**config.mk**
```make
export PLATFORM = sky130hd
export DESIGN_NAME = fuzzy_subsequence_highlighter_unit_flat
export DESIGN_NICKNAME = d
export VERILOG_FILES = /design/src/rtl/core/fsh_pkg.sv /design/src/rtl/core/fsh_if.sv /design/src/rtl/core/fsh_step.sv /design/src/rtl/core/fsh_rq.sv /design/src/rtl/core/fuzzy_subsequence_highlighter_unit.sv /design/src/flat_wrapper.sv
export SDC_FILE = /design/constraint.sdc
export NUM_CORES = 1
export LEC_CHECK = 0
export BUFFER_PORTS_ARGS = -buffer_cell sky130_fd_sc_hd__buf_2
export CAP_MARGIN = 20
export CORE_MARGIN = 2
export CORE_UTILIZATION = 65
export CTS_CLUSTER_DIAMETER = 60
export DETAILED_ROUTE_END_ITERATION = 10
export PLACE_DENSITY = 0.81
export SETUP_SLACK_MARGIN = 0.15
export SYNTH_ARGS = -nofsm -noshare
export SYNTH_HDL_FRONTEND = slang
export SYNTH_SLANG_ARGS = --single-unit
```
**constraint.sdc**
```tcl
create_clock -name clk -period 18.45 [get_ports clk]
set_input_delay 1.845 -clock clk [delete_from_list [all_inputs] [get_ports clk]]
set_output_delay 1.845 -clock clk [all_outputs]
set_load 0.1 [all_outputs]
```
**src/rtl/core/fsh_pkg.sv**
```systemverilog
// fsh_pkg: shared types, constants and helpers for the fuzzy subsequence highlighter
// no dependencies; used by every other file of the block
package fsh_pkg;

	localparam int CHAR_W       = 8;
	localparam int LEN_W        = 10;
	localparam int TL_W         = 6;
	localparam int CNT_W        = 10;
	localparam int WORD_W       = 64;
	localparam int NUM_WORDS    = 4;
	localparam int TERM_SLOTS   = 32;
	localparam int TERM_BITS    = NUM_WORDS * WORD_W;
	localparam int TERM_IDX_W   = $clog2(TERM_SLOTS);
	localparam int CFG_IDX_W    = 3;
	localparam int MIN_RUN      = 2;
	localparam int RQ_DEPTH     = 4;

	localparam int MAX_TERM_LEN_DEF   = 32;
	localparam int MAX_SOURCE_LEN_DEF = 1023;

	localparam logic [TL_W-1:0]  TERM_LEN_RESET = TL_W'(2);
	localparam logic [CNT_W-1:0] SAT10          = {CNT_W{1'b1}};

	typedef enum logic [CFG_IDX_W-1:0] {
		CFG_TERM_LENGTH = 3'd0,
		CFG_TERM_WORD_0 = 3'd1,
		CFG_TERM_WORD_1 = 3'd2,
		CFG_TERM_WORD_2 = 3'd3,
		CFG_TERM_WORD_3 = 3'd4
	} cfg_idx_t;

	typedef enum logic [1:0] {
		RUN_NONE = 2'd0,
		RUN_ONE  = 2'd1,
		RUN_TWO  = 2'd2
	} run_t;

	// running state of one source string
	typedef struct packed {
		logic [TL_W-1:0]   term_pos;
		run_t              run;
		logic [CHAR_W-1:0] held;
		logic [LEN_W-1:0]  latched_len;
		logic              term_finished;
		logic              match_found;
		logic [CNT_W-1:0]  frags;
		logic [CNT_W-1:0]  first_pos;
		logic              first_valid;
		logic [CNT_W-1:0]  unmatched;
	} st_t;

	// one result beat
	typedef struct packed {
		logic [CHAR_W-1:0] out_char;
		logic              open_before;
		logic              close_before;
		logic              close_after;
		logic              final_result;
		logic              matched;
		logic [CNT_W-1:0]  fragment_count;
		logic [CNT_W-1:0]  first_frag_pos;
		logic [CNT_W-1:0]  unmatched_count;
	} res_t;

	function automatic logic [CHAR_W-1:0] fold(input logic [CHAR_W-1:0] c);
		fold = (c >= 8'h41 && c <= 8'h5A) ? c + 8'h20 : c;
	endfunction

	function automatic logic [CNT_W-1:0] inc_sat(input logic [CNT_W-1:0] v);
		inc_sat = (v < SAT10) ? v + CNT_W'(1) : SAT10;
	endfunction

	function automatic res_t mk_res(input logic [CHAR_W-1:0] c, input logic ob,
			input logic cb, input logic ca);
		res_t r;
		r = '0;
		r.out_char     = c;
		r.open_before  = ob;
		r.close_before = cb;
		r.close_after  = ca;
		mk_res = r;
	endfunction

endpackage

```
**src/rtl/core/fsh_if.sv**
```systemverilog
// fsh_if: valid/ready channel interfaces for source characters and result beats
// depends on fsh_pkg for field widths
interface fsh_in_if;
	logic                          valid;
	logic                          ready;
	logic [fsh_pkg::CHAR_W-1:0]    source_char;
	logic [fsh_pkg::LEN_W-1:0]     source_length;
	logic                          last_char;

	modport source (output valid, source_char, source_length, last_char, input ready);
	modport sink (input valid, source_char, source_length, last_char, output ready);
	modport monitor (input valid, ready, source_char, source_length, last_char);
endinterface

interface fsh_out_if;
	logic                          valid;
	logic                          ready;
	logic [fsh_pkg::CHAR_W-1:0]    out_char;
	logic                          open_before;
	logic                          close_before;
	logic                          close_after;
	logic                          final_result;
	logic                          matched;
	logic [fsh_pkg::CNT_W-1:0]     fragment_count;
	logic [fsh_pkg::CNT_W-1:0]     first_frag_pos;
	logic [fsh_pkg::CNT_W-1:0]     unmatched_count;

	modport source (output valid, out_char, open_before, close_before, close_after,
		final_result, matched, fragment_count, first_frag_pos, unmatched_count,
		input ready);
	modport sink (input valid, out_char, open_before, close_before, close_after,
		final_result, matched, fragment_count, first_frag_pos, unmatched_count,
		output ready);
	modport monitor (input valid, ready, out_char, open_before, close_before, close_after,
		final_result, matched, fragment_count, first_frag_pos, unmatched_count);
endinterface

```
**src/rtl/core/fsh_step.sv**
```systemverilog
// fsh_step: next-state and result logic for one source character
// depends on fsh_pkg; purely combinational, sits between the input and result registers
module fsh_step #(
	parameter int MAX_TERM_LEN   = fsh_pkg::MAX_TERM_LEN_DEF,
	parameter int MAX_SOURCE_LEN = fsh_pkg::MAX_SOURCE_LEN_DEF,
	localparam int PosW          = $clog2(MAX_SOURCE_LEN + 1)
) (
	input  logic [fsh_pkg::CHAR_W-1:0]    source_char,
	input  logic [fsh_pkg::LEN_W-1:0]     source_length,
	input  logic                          last_char,
	input  logic [fsh_pkg::TL_W-1:0]      term_length,
	input  logic [fsh_pkg::TERM_BITS-1:0] term_flat,
	input  fsh_pkg::st_t                  st,
	input  logic [PosW-1:0]               pos,
	output fsh_pkg::st_t                  st_nx,
	output logic [PosW-1:0]               pos_nx,
	output fsh_pkg::res_t                 res0,
	output fsh_pkg::res_t                 res1,
	output logic [1:0]                    res_cnt
);

	fsh_pkg::st_t              nx;
	fsh_pkg::res_t             rr [2];
	logic [1:0]                n;
	logic [1:0]                idx;
	logic [fsh_pkg::LEN_W-1:0] lat;
	logic                      active;
	logic [fsh_pkg::CHAR_W-1:0] tc;
	logic [fsh_pkg::TERM_IDX_W-1:0] tsel;

	always_comb begin
		nx    = st;
		rr[0] = '0;
		rr[1] = '0;
		n     = 2'd0;
		idx   = 2'd0;
		lat   = (pos == '0) ? source_length : st.latched_len;
		nx.latched_len = lat;
		active = (term_length >= fsh_pkg::TL_W'(fsh_pkg::MIN_RUN))
			&& (term_length <= fsh_pkg::TL_W'(fsh_pkg::TERM_SLOTS))
			&& (7'(term_length) <= 7'(MAX_TERM_LEN))
			&& (lat > fsh_pkg::LEN_W'(term_length));
		tsel = st.term_pos[fsh_pkg::TERM_IDX_W-1:0];
		tc   = term_flat[{tsel, 3'b000} +: fsh_pkg::CHAR_W];

		if (!active || st.term_finished) begin
			rr[n[0]] = fsh_pkg::mk_res(source_char, 1'b0, 1'b0, 1'b0);
			n = n + 2'd1;
			if (st.term_finished && st.match_found)
				nx.unmatched = fsh_pkg::inc_sat(st.unmatched);
		end else begin
			if (fsh_pkg::fold(tc) == fsh_pkg::fold(source_char)) begin
				nx.term_pos = st.term_pos + fsh_pkg::TL_W'(1);
				case (st.run)
					fsh_pkg::RUN_NONE: begin
						nx.run  = fsh_pkg::RUN_ONE;
						nx.held = source_char;
					end
					fsh_pkg::RUN_ONE: begin
						nx.run = fsh_pkg::RUN_TWO;
						rr[0]  = fsh_pkg::mk_res(st.held, 1'b1, 1'b0, 1'b0);
						rr[1]  = fsh_pkg::mk_res(source_char, 1'b0, 1'b0, 1'b0);
						n      = 2'd2;
						nx.frags = fsh_pkg::inc_sat(st.frags);
						if (!st.first_valid) begin
							nx.first_valid = 1'b1;
							nx.first_pos   = (pos == '0) ? '0 :
								fsh_pkg::CNT_W'(32'(pos) - 32'd1);
						end
					end
					default: begin
						rr[0] = fsh_pkg::mk_res(source_char, 1'b0, 1'b0, 1'b0);
						n     = 2'd1;
					end
				endcase
			end else begin
				nx.unmatched = fsh_pkg::inc_sat(st.unmatched);
				if (st.run == fsh_pkg::RUN_ONE) begin
					// held char released, both count as unmatched
					nx.unmatched = fsh_pkg::inc_sat(nx.unmatched);
					nx.term_pos  = st.term_pos - fsh_pkg::TL_W'(1);
					rr[0] = fsh_pkg::mk_res(st.held, 1'b0, 1'b0, 1'b0);
					rr[1] = fsh_pkg::mk_res(source_char, 1'b0, 1'b0, 1'b0);
					n     = 2'd2;
				end else if (st.run == fsh_pkg::RUN_TWO) begin
					rr[0] = fsh_pkg::mk_res(source_char, 1'b0, 1'b1, 1'b0);
					n     = 2'd1;
				end else begin
					rr[0] = fsh_pkg::mk_res(source_char, 1'b0, 1'b0, 1'b0);
					n     = 2'd1;
				end
				nx.run = fsh_pkg::RUN_NONE;
			end

			if (nx.term_pos >= term_length) begin
				nx.term_finished = 1'b1;
				if (nx.run == fsh_pkg::RUN_TWO) begin
					if (n != 2'd0) begin
						idx = n - 2'd1;
						rr[idx[0]].close_after = 1'b1;
					end
					nx.match_found = 1'b1;
				end else if (nx.run == fsh_pkg::RUN_ONE && nx.first_valid) begin
					// lone last char closes the term after an earlier fragment
					rr[n[0]] = fsh_pkg::mk_res(nx.held, 1'b1, 1'b0, 1'b1);
					n = n + 2'd1;
					nx.frags = fsh_pkg::inc_sat(nx.frags);
					nx.match_found = 1'b1;
				end else if (nx.run == fsh_pkg::RUN_ONE) begin
					rr[n[0]] = fsh_pkg::mk_res(nx.held, 1'b0, 1'b0, 1'b0);
					n = n + 2'd1;
				end
				nx.run = fsh_pkg::RUN_NONE;
			end
		end

		pos_nx = (pos < PosW'(MAX_SOURCE_LEN)) ? pos + PosW'(1) : pos;

		if (last_char) begin
			if (nx.run == fsh_pkg::RUN_ONE) begin
				rr[n[0]] = fsh_pkg::mk_res(nx.held, 1'b0, 1'b0, 1'b0);
				n = n + 2'd1;
			end
			idx = n - 2'd1;
			rr[idx[0]].final_result = 1'b1;
			if (nx.match_found) begin
				rr[idx[0]].matched         = 1'b1;
				rr[idx[0]].fragment_count  = nx.frags;
				rr[idx[0]].first_frag_pos  = nx.first_pos;
				rr[idx[0]].unmatched_count = nx.unmatched;
			end else begin
				rr[idx[0]].matched         = 1'b0;
				rr[idx[0]].fragment_count  = fsh_pkg::SAT10;
				rr[idx[0]].first_frag_pos  = fsh_pkg::SAT10;
				rr[idx[0]].unmatched_count = fsh_pkg::SAT10;
			end
			nx     = '0;
			pos_nx = '0;
		end
	end

	assign st_nx   = nx;
	assign res0    = rr[0];
	assign res1    = rr[1];
	assign res_cnt = n;

endmodule

```
**src/rtl/core/fsh_rq.sv**
```systemverilog
// fsh_rq: small result queue, takes up to two beats per cycle, gives one
// depends on fsh_pkg for the result type and depth
module fsh_rq (
	input  logic          clk,
	input  logic          arst_n,
	input  logic [1:0]    push_cnt,
	input  fsh_pkg::res_t push0,
	input  fsh_pkg::res_t push1,
	input  logic          pop,
	output fsh_pkg::res_t head,
	output logic          not_empty,
	output logic          room2
);

	localparam int PtrW = $clog2(fsh_pkg::RQ_DEPTH);

	fsh_pkg::res_t   mem_q [fsh_pkg::RQ_DEPTH];
	logic [PtrW-1:0] wr_ptr_q;
	logic [PtrW-1:0] rd_ptr_q;
	logic [PtrW:0]   cnt_q;
	logic            do_pop;
	logic [PtrW-1:0] wr_nxt;

	assign do_pop    = pop && not_empty;
	assign not_empty = (cnt_q != '0);
	assign room2     = (cnt_q <= (PtrW + 1)'(fsh_pkg::RQ_DEPTH - 2));
	assign head      = mem_q[rd_ptr_q];
	assign wr_nxt    = wr_ptr_q + PtrW'(1);

	always_ff @(posedge clk or negedge arst_n) begin
		if (!arst_n) begin
			wr_ptr_q <= '0;
			rd_ptr_q <= '0;
			cnt_q    <= '0;
		end else begin
			wr_ptr_q <= wr_ptr_q + PtrW'(push_cnt);
			if (do_pop)
				rd_ptr_q <= rd_ptr_q + PtrW'(1);
			cnt_q <= cnt_q + (PtrW + 1)'(push_cnt) - (PtrW + 1)'(do_pop);
		end
	end

	always_ff @(posedge clk) begin
		if (push_cnt != 2'd0)
			mem_q[wr_ptr_q] <= push0;
		if (push_cnt == 2'd2)
			mem_q[wr_nxt] <= push1;
	end

endmodule

```
**src/rtl/core/fuzzy_subsequence_highlighter_unit.sv**
```systemverilog
// fuzzy_subsequence_highlighter_unit: top level, config registers, input stage, string state
// depends on fsh_pkg, fsh_if, fsh_step and fsh_rq
//
// Takes one source character per cycle while src.ready is high and matches it against the
// configured term (in-order, ASCII case-insensitive runs of two or more, or a lone last
// term character after an earlier run). Every character leaves once on res with highlight
// flags; the last beat of a string carries the summary. A character is registered, stepped
// through one level of compare-and-count logic and written into a four-entry result queue.
// Throughput is one character per cycle while the queue has room for two beats; a character
// that completes a held run releases two beats, and res drains one beat a cycle while
// res.ready is high. Write configuration only while no string is in flight.
module fuzzy_subsequence_highlighter_unit #(
	parameter int MAX_TERM_LEN   = fsh_pkg::MAX_TERM_LEN_DEF,
	parameter int MAX_SOURCE_LEN = fsh_pkg::MAX_SOURCE_LEN_DEF
) (
	input  logic                           clk,
	input  logic                           arst_n,
	fsh_in_if.sink                         src,
	fsh_out_if.source                      res,
	input  logic                           cfg_we,
	input  logic [fsh_pkg::CFG_IDX_W-1:0]  cfg_idx,
	input  logic [fsh_pkg::WORD_W-1:0]     cfg_data
);

	localparam int PosW = $clog2(MAX_SOURCE_LEN + 1);

	logic [fsh_pkg::TL_W-1:0]    term_length_q;
	logic [fsh_pkg::WORD_W-1:0]  term_word_q [fsh_pkg::NUM_WORDS];
	logic [fsh_pkg::TERM_BITS-1:0] term_flat;

	logic                        valid_s1;
	logic [fsh_pkg::CHAR_W-1:0]  char_s1;
	logic [fsh_pkg::LEN_W-1:0]   len_s1;
	logic                        last_s1;

	fsh_pkg::st_t                st_q;
	fsh_pkg::st_t                st_nx;
	logic [PosW-1:0]             pos_q;
	logic [PosW-1:0]             pos_nx;

	fsh_pkg::res_t               res0;
	fsh_pkg::res_t               res1;
	fsh_pkg::res_t               head;
	logic [1:0]                  res_cnt;
	logic                        room2;
	logic                        advance;
	logic                        accept;

	assign term_flat = {term_word_q[3], term_word_q[2], term_word_q[1], term_word_q[0]};
	assign advance   = valid_s1 && room2;
	assign src.ready = !valid_s1 || room2;
	assign accept    = src.valid && src.ready;

	always_ff @(posedge clk or negedge arst_n) begin
		if (!arst_n) begin
			term_length_q <= fsh_pkg::TERM_LEN_RESET;
			for (int i = 0; i < fsh_pkg::NUM_WORDS; i++)
				term_word_q[i] <= '0;
		end else if (cfg_we) begin
			unique case (cfg_idx)
				fsh_pkg::CFG_TERM_LENGTH: term_length_q  <= cfg_data[fsh_pkg::TL_W-1:0];
				fsh_pkg::CFG_TERM_WORD_0: term_word_q[0] <= cfg_data;
				fsh_pkg::CFG_TERM_WORD_1: term_word_q[1] <= cfg_data;
				fsh_pkg::CFG_TERM_WORD_2: term_word_q[2] <= cfg_data;
				fsh_pkg::CFG_TERM_WORD_3: term_word_q[3] <= cfg_data;
				default: ;
			endcase
		end
	end

	always_ff @(posedge clk or negedge arst_n) begin
		if (!arst_n) begin
			valid_s1 <= 1'b0;
			st_q     <= '0;
			pos_q    <= '0;
		end else begin
			if (accept)
				valid_s1 <= 1'b1;
			else if (advance)
				valid_s1 <= 1'b0;
			if (advance) begin
				st_q  <= st_nx;
				pos_q <= pos_nx;
			end
		end
	end

	always_ff @(posedge clk) begin
		if (accept) begin
			char_s1 <= src.source_char;
			len_s1  <= src.source_length;
			last_s1 <= src.last_char;
		end
	end

	fsh_step #(
		.MAX_TERM_LEN   (MAX_TERM_LEN),
		.MAX_SOURCE_LEN (MAX_SOURCE_LEN)
	) u_step (
		.source_char   (char_s1),
		.source_length (len_s1),
		.last_char     (last_s1),
		.term_length   (term_length_q),
		.term_flat     (term_flat),
		.st            (st_q),
		.pos           (pos_q),
		.st_nx         (st_nx),
		.pos_nx        (pos_nx),
		.res0          (res0),
		.res1          (res1),
		.res_cnt       (res_cnt)
	);

	fsh_rq u_rq (
		.clk       (clk),
		.arst_n    (arst_n),
		.push_cnt  (advance ? res_cnt : 2'd0),
		.push0     (res0),
		.push1     (res1),
		.pop       (res.ready),
		.head      (head),
		.not_empty (res.valid),
		.room2     (room2)
	);

	assign res.out_char        = head.out_char;
	assign res.open_before     = head.open_before;
	assign res.close_before    = head.close_before;
	assign res.close_after     = head.close_after;
	assign res.final_result    = head.final_result;
	assign res.matched         = head.matched;
	assign res.fragment_count  = head.fragment_count;
	assign res.first_frag_pos  = head.first_frag_pos;
	assign res.unmatched_count = head.unmatched_count;

endmodule

```
**src/flat_wrapper.sv**
```systemverilog
// flat-port wrapper written by rule: the top's interface ports become plain ports
module fuzzy_subsequence_highlighter_unit_flat 
#(
	parameter int MAX_TERM_LEN   = fsh_pkg::MAX_TERM_LEN_DEF,
	parameter int MAX_SOURCE_LEN = fsh_pkg::MAX_SOURCE_LEN_DEF
)
  (clk, arst_n, cfg_we, cfg_idx, cfg_data, src_valid, src_source_char, src_source_length, src_last_char, src_ready, res_valid, res_out_char, res_open_before, res_close_before, res_close_after, res_final_result, res_matched, res_fragment_count, res_first_frag_pos, res_unmatched_count, res_ready);
  fsh_in_if src_i ();
  fsh_out_if res_i ();
  input  logic clk;
  input  logic arst_n;
  input  logic cfg_we;
  input  logic [fsh_pkg::CFG_IDX_W-1:0] cfg_idx;
  input  logic [fsh_pkg::WORD_W-1:0] cfg_data;
  input wire logic [$bits(src_i.valid)-1:0] src_valid;
  input wire logic [$bits(src_i.source_char)-1:0] src_source_char;
  input wire logic [$bits(src_i.source_length)-1:0] src_source_length;
  input wire logic [$bits(src_i.last_char)-1:0] src_last_char;
  output wire logic [$bits(src_i.ready)-1:0] src_ready;
  output wire logic [$bits(res_i.valid)-1:0] res_valid;
  output wire logic [$bits(res_i.out_char)-1:0] res_out_char;
  output wire logic [$bits(res_i.open_before)-1:0] res_open_before;
  output wire logic [$bits(res_i.close_before)-1:0] res_close_before;
  output wire logic [$bits(res_i.close_after)-1:0] res_close_after;
  output wire logic [$bits(res_i.final_result)-1:0] res_final_result;
  output wire logic [$bits(res_i.matched)-1:0] res_matched;
  output wire logic [$bits(res_i.fragment_count)-1:0] res_fragment_count;
  output wire logic [$bits(res_i.first_frag_pos)-1:0] res_first_frag_pos;
  output wire logic [$bits(res_i.unmatched_count)-1:0] res_unmatched_count;
  input wire logic [$bits(res_i.ready)-1:0] res_ready;
  assign src_i.valid = src_valid;
  assign src_i.source_char = src_source_char;
  assign src_i.source_length = src_source_length;
  assign src_i.last_char = src_last_char;
  assign src_ready = src_i.ready;
  assign res_valid = res_i.valid;
  assign res_out_char = res_i.out_char;
  assign res_open_before = res_i.open_before;
  assign res_close_before = res_i.close_before;
  assign res_close_after = res_i.close_after;
  assign res_final_result = res_i.final_result;
  assign res_matched = res_i.matched;
  assign res_fragment_count = res_i.fragment_count;
  assign res_first_frag_pos = res_i.first_frag_pos;
  assign res_unmatched_count = res_i.unmatched_count;
  assign res_i.ready = res_ready;
  fuzzy_subsequence_highlighter_unit #(.MAX_TERM_LEN(MAX_TERM_LEN), .MAX_SOURCE_LEN(MAX_SOURCE_LEN)) u_core (.clk(clk), .arst_n(arst_n), .src(src_i), .res(res_i), .cfg_we(cfg_we), .cfg_idx(cfg_idx), .cfg_data(cfg_data));
endmodule
```
==> impl_metrics.toml <==
[power]
p_leak_uw = 0.0117
p_total_uw = 4520
power_density_nw_per_um2 = 150
vdd_drop_max_mv = 0.204

[finish]
fill_cells = 2631
antenna_cells = 0
drive_above_1_share_pct = 28.9
area_growth_pct = 10.7
fin_nets = 2383

[detailed_routing]
detail-route-antenna-nets = 0
routed_via_density = 6.73
wl_mm = 70.1
dr.pass1.iters = 6
wl_per_cell_um = 24.7
drcViolationCount = 0
vias = 19100
drt_first_iter_violations = 1737

[worst_hold_path]
hp-start = "u_core.st_q[33]"
hold-path-endpoint = "u_core.st_q[33]"
min_path_cells = 2
hold_class = "register to register"

[grt]
grt-ovfl-total = 0
antenna_found_initial = 4
grt_usage_pct = 32.5
grt_max_degree = 180
grt_pass1_wl_mm = 110
grt_pass1_vias = 19400

[clock_tree]
clkLatencyLatePin_ns = 0.62
htree_levels = 2
cts_buffer_depth = 3
cts_tree = "yes"
cts_setup_buffers = 0
path_clk_slew_ns = 0.06
ctsResizeCount = 0
clock_sinks = 530
cts_root_buffer = "clkbuf_16"
cts_buffers = 55
hold_buffers = 0

[synthesis]
synth_warnings = 0
synth_edf_count = 191
synthCells = 2170
async_flop_share_pct = 64.0
syn-cell-area_um2 = 27200
ys.flop_type = "dfrtp_1"
syn_area_per_cell_um2 = 12.5
ys_ff_latch = 530
ys_seq_area_share_pct = 52.2
yosys.cell_types.count = 96
synth_nets = 2292

[critical_path]
r2r_slack_ns = 9.53
worstPathRequired_ns = 18.77
r2r-start = "u_core.st_q[54]"
regToRegEndpoint = "u_core.u_rq.mem_q[1][26]"
critPathKind = "register to register"
cp.arrival_ns = 9.25
critPathMaxFanout = 57
cp-end-kind = "register"
cp-start-kind = "register"
r2r_cells = 23

[floorplanning]
die_w_um = 209
fp.dieH_um = 209
rows = 74
start_util_pct = 66.2
ios = 136
die-area_um2 = 43500
core_um2 = 41100

[placed_design]
port_buffers = 135
dp_hpwl_mm = 45.9
place_congestion = 0.940

[timing]
rsz0062_at_grt = "no"
setup_tns_ns = 0
max_freq_ghz = 0.112
tightest_slew_ns = 1.13
hold_violations = 0
maxSlewHeadroom_pct = 24.5
min_period_over_period_pct = 48.4
maxSlewViolCount = 0
fin_crit_ns = 8.92
setup_viol = 0
skew_ns = 0.0234

[status]
status = "completed"

[flow_run]
cap_violations = 0
-- synth_stat cells, types with 14 or more instances --
| cell | count | area share (%) |
|---|---|---|
| a31oi_1 | 17 | 0.39 |
| edfxtp_1 | 191 | 21 |
| a22oi_1 | 53 | 1.5 |
| inv_1 | 33 | 0.45 |
| buf_2 | 28 | 0.51 |
| o21ai_0 | 61 | 1.1 |
| xor2_1 | 14 | 0.45 |
| ha_1 | 30 | 1.4 |
| nor2_1 | 178 | 2.5 |
| nand4_1 | 25 | 0.57 |
| a211oi_1 | 34 | 0.94 |
| nand3_1 | 48 | 0.88 |
| nor4_1 | 15 | 0.34 |
| and3_1 | 14 | 0.32 |
| nand2_1 | 123 | 1.7 |
| dfrtp_1 | 338 | 31 |
| mux2i_1 | 112 | 4.1 |
| buf_4 | 20 | 0.55 |
| mux4_2 | 76 | 6.3 |
| clkbuf_1 | 78 | 1.1 |
| and2_1 | 17 | 0.39 |
| mux2_2 | 261 | 11 |
| nor3_1 | 48 | 0.88 |
| xnor2_1 | 21 | 0.68 |
| nor2b_1 | 14 | 0.32 |
| a21oi_1 | 60 | 1.1 |
| a21o_1 | 16 | 0.44 |
-- worst max-delay path, stage by stage, from the launching register on --
cell and delay (ns):
dfrtp_4 1.05, buf_4 0.75, mux2i_1 0.29, a22oi_1 0.12, nand3_1 0.11, nand4_1 0.30
ha_1 0.45, o21ai_0 0.15, nor4b_2 0.36, nor4b_2 0.13, mux2i_4 0.69, nand3_2 0.60
mux2i_1 0.35, xnor2_1 0.12, ha_1 0.29, a21o_1 0.11, a21oi_1 0.08, o21bai_1 0.18
a21oi_1 0.19, a211oi_1 0.55, a41o_1 0.67, nand2_1 0.22, o32ai_1 0.67, nor2_1 0.13
-- layout by cell type, fill, tap and decap left out, types with 55 or more instances in the layout --
cell,count
a21oi_1,60
buf_2,136
clkbuf_16,55
dfrtp_1,334
edfxtp_1,191
mux2_2,261
mux2i_1,112
mux4_2,76
nand2_1,122
nor2_1,177
o21ai_0,60
-- area by class of cell --
class	count	area [µm²]	area share [%]
Multi-Input combinational cell	1463	12200	40.6
Sequential cell	530	14200	47.2
Tap cell	532	666	2.21
Clock buffer	81	1550	5.16
Clock inverter	20	184	0.610
Timing Repair Buffer	173	1120	3.71
Inverter	38	143	0.473
-- cells by family (layout without fill, tap and decap cells) --
kind of cell | after synthesis | after routing | synth area share (%)
and+or+nand+nor | 563 | 563 | 10.3
buffers and inverters | 177 | 312 | 2.98
adders and majority gates | 31 | 31 | 1.45
AOI/OAI and AO/OA | 383 | 383 | 10.6
muxes | 451 | 451 | 21.3
xor gates and xnor gates | 35 | 35 | 1.13
DFF | 530 | 530 | 52.2
-- metal layers --
metal / track usage, % / vias to the layer above / wire, µm
met4: 14.2 / 8 / 2840
met3: 4.67 / 166 / 5030
met1: 42.0 / 9680 / 26700
met5: 0 / - / 48
met2: 55.2 / 833 / 35500
li1: - / 8393 / -
-- registers in the layout, summed over array words and instances (netlist names) --
signal	flops
u_core.term_flat	256
u_core.u_rq.mem_q	172
u_core.st_q	59
u_core.len_s1	10
u_core.pos_q	10
u_core.char_s1	8
u_core.term_length_q	6
u_core.u_rq.cnt_q	3
u_core.u_rq.rd_ptr_q	2
u_core.u_rq.wr_ptr_q	2
u_core.last_s1	1
u_core.valid_s1	1
-- through the flow --
stage,std cells,utilization (%),setup slack (ns),instance area (µm²),hold slack (ns)
after floorplan,2170,-,9.54,27200,0.450
after global placement,2722,68.5,9.54,28200,0.468
after detailed placement,2723,68.5,9.25,28200,0.480
after CTS,2824,72.7,9.17,29900,0.495
after global routing,2837,73.3,9.04,30100,0.513
final,2837,73.3,9.53,30100,0.493
-- power by group --
group / internal, µW / switching, µW
Sequential: 1530 / 199
Combinational: 535 / 1170
Clock: 613 / 463
-- worst max path at each step --
stage	start	cells after the start	endpoint
final	u_core.st_q[54]	23	u_core.u_rq.mem_q[1][26]
after global routing	u_core.st_q[54]	23	u_core.u_rq.mem_q[2][26]
after CTS	u_core.st_q[54]	23	u_core.u_rq.mem_q[0][25]
after detailed placement	u_core.st_q[54]	21	u_core.u_rq.mem_q[0][14]
after global placement	u_core.st_q[54]	21	u_core.u_rq.mem_q[0][13]
after floorplan	u_core.st_q[53]	25	u_core.u_rq.mem_q[1][0]
Note: power is estimated with default switching activity, not from simulation.
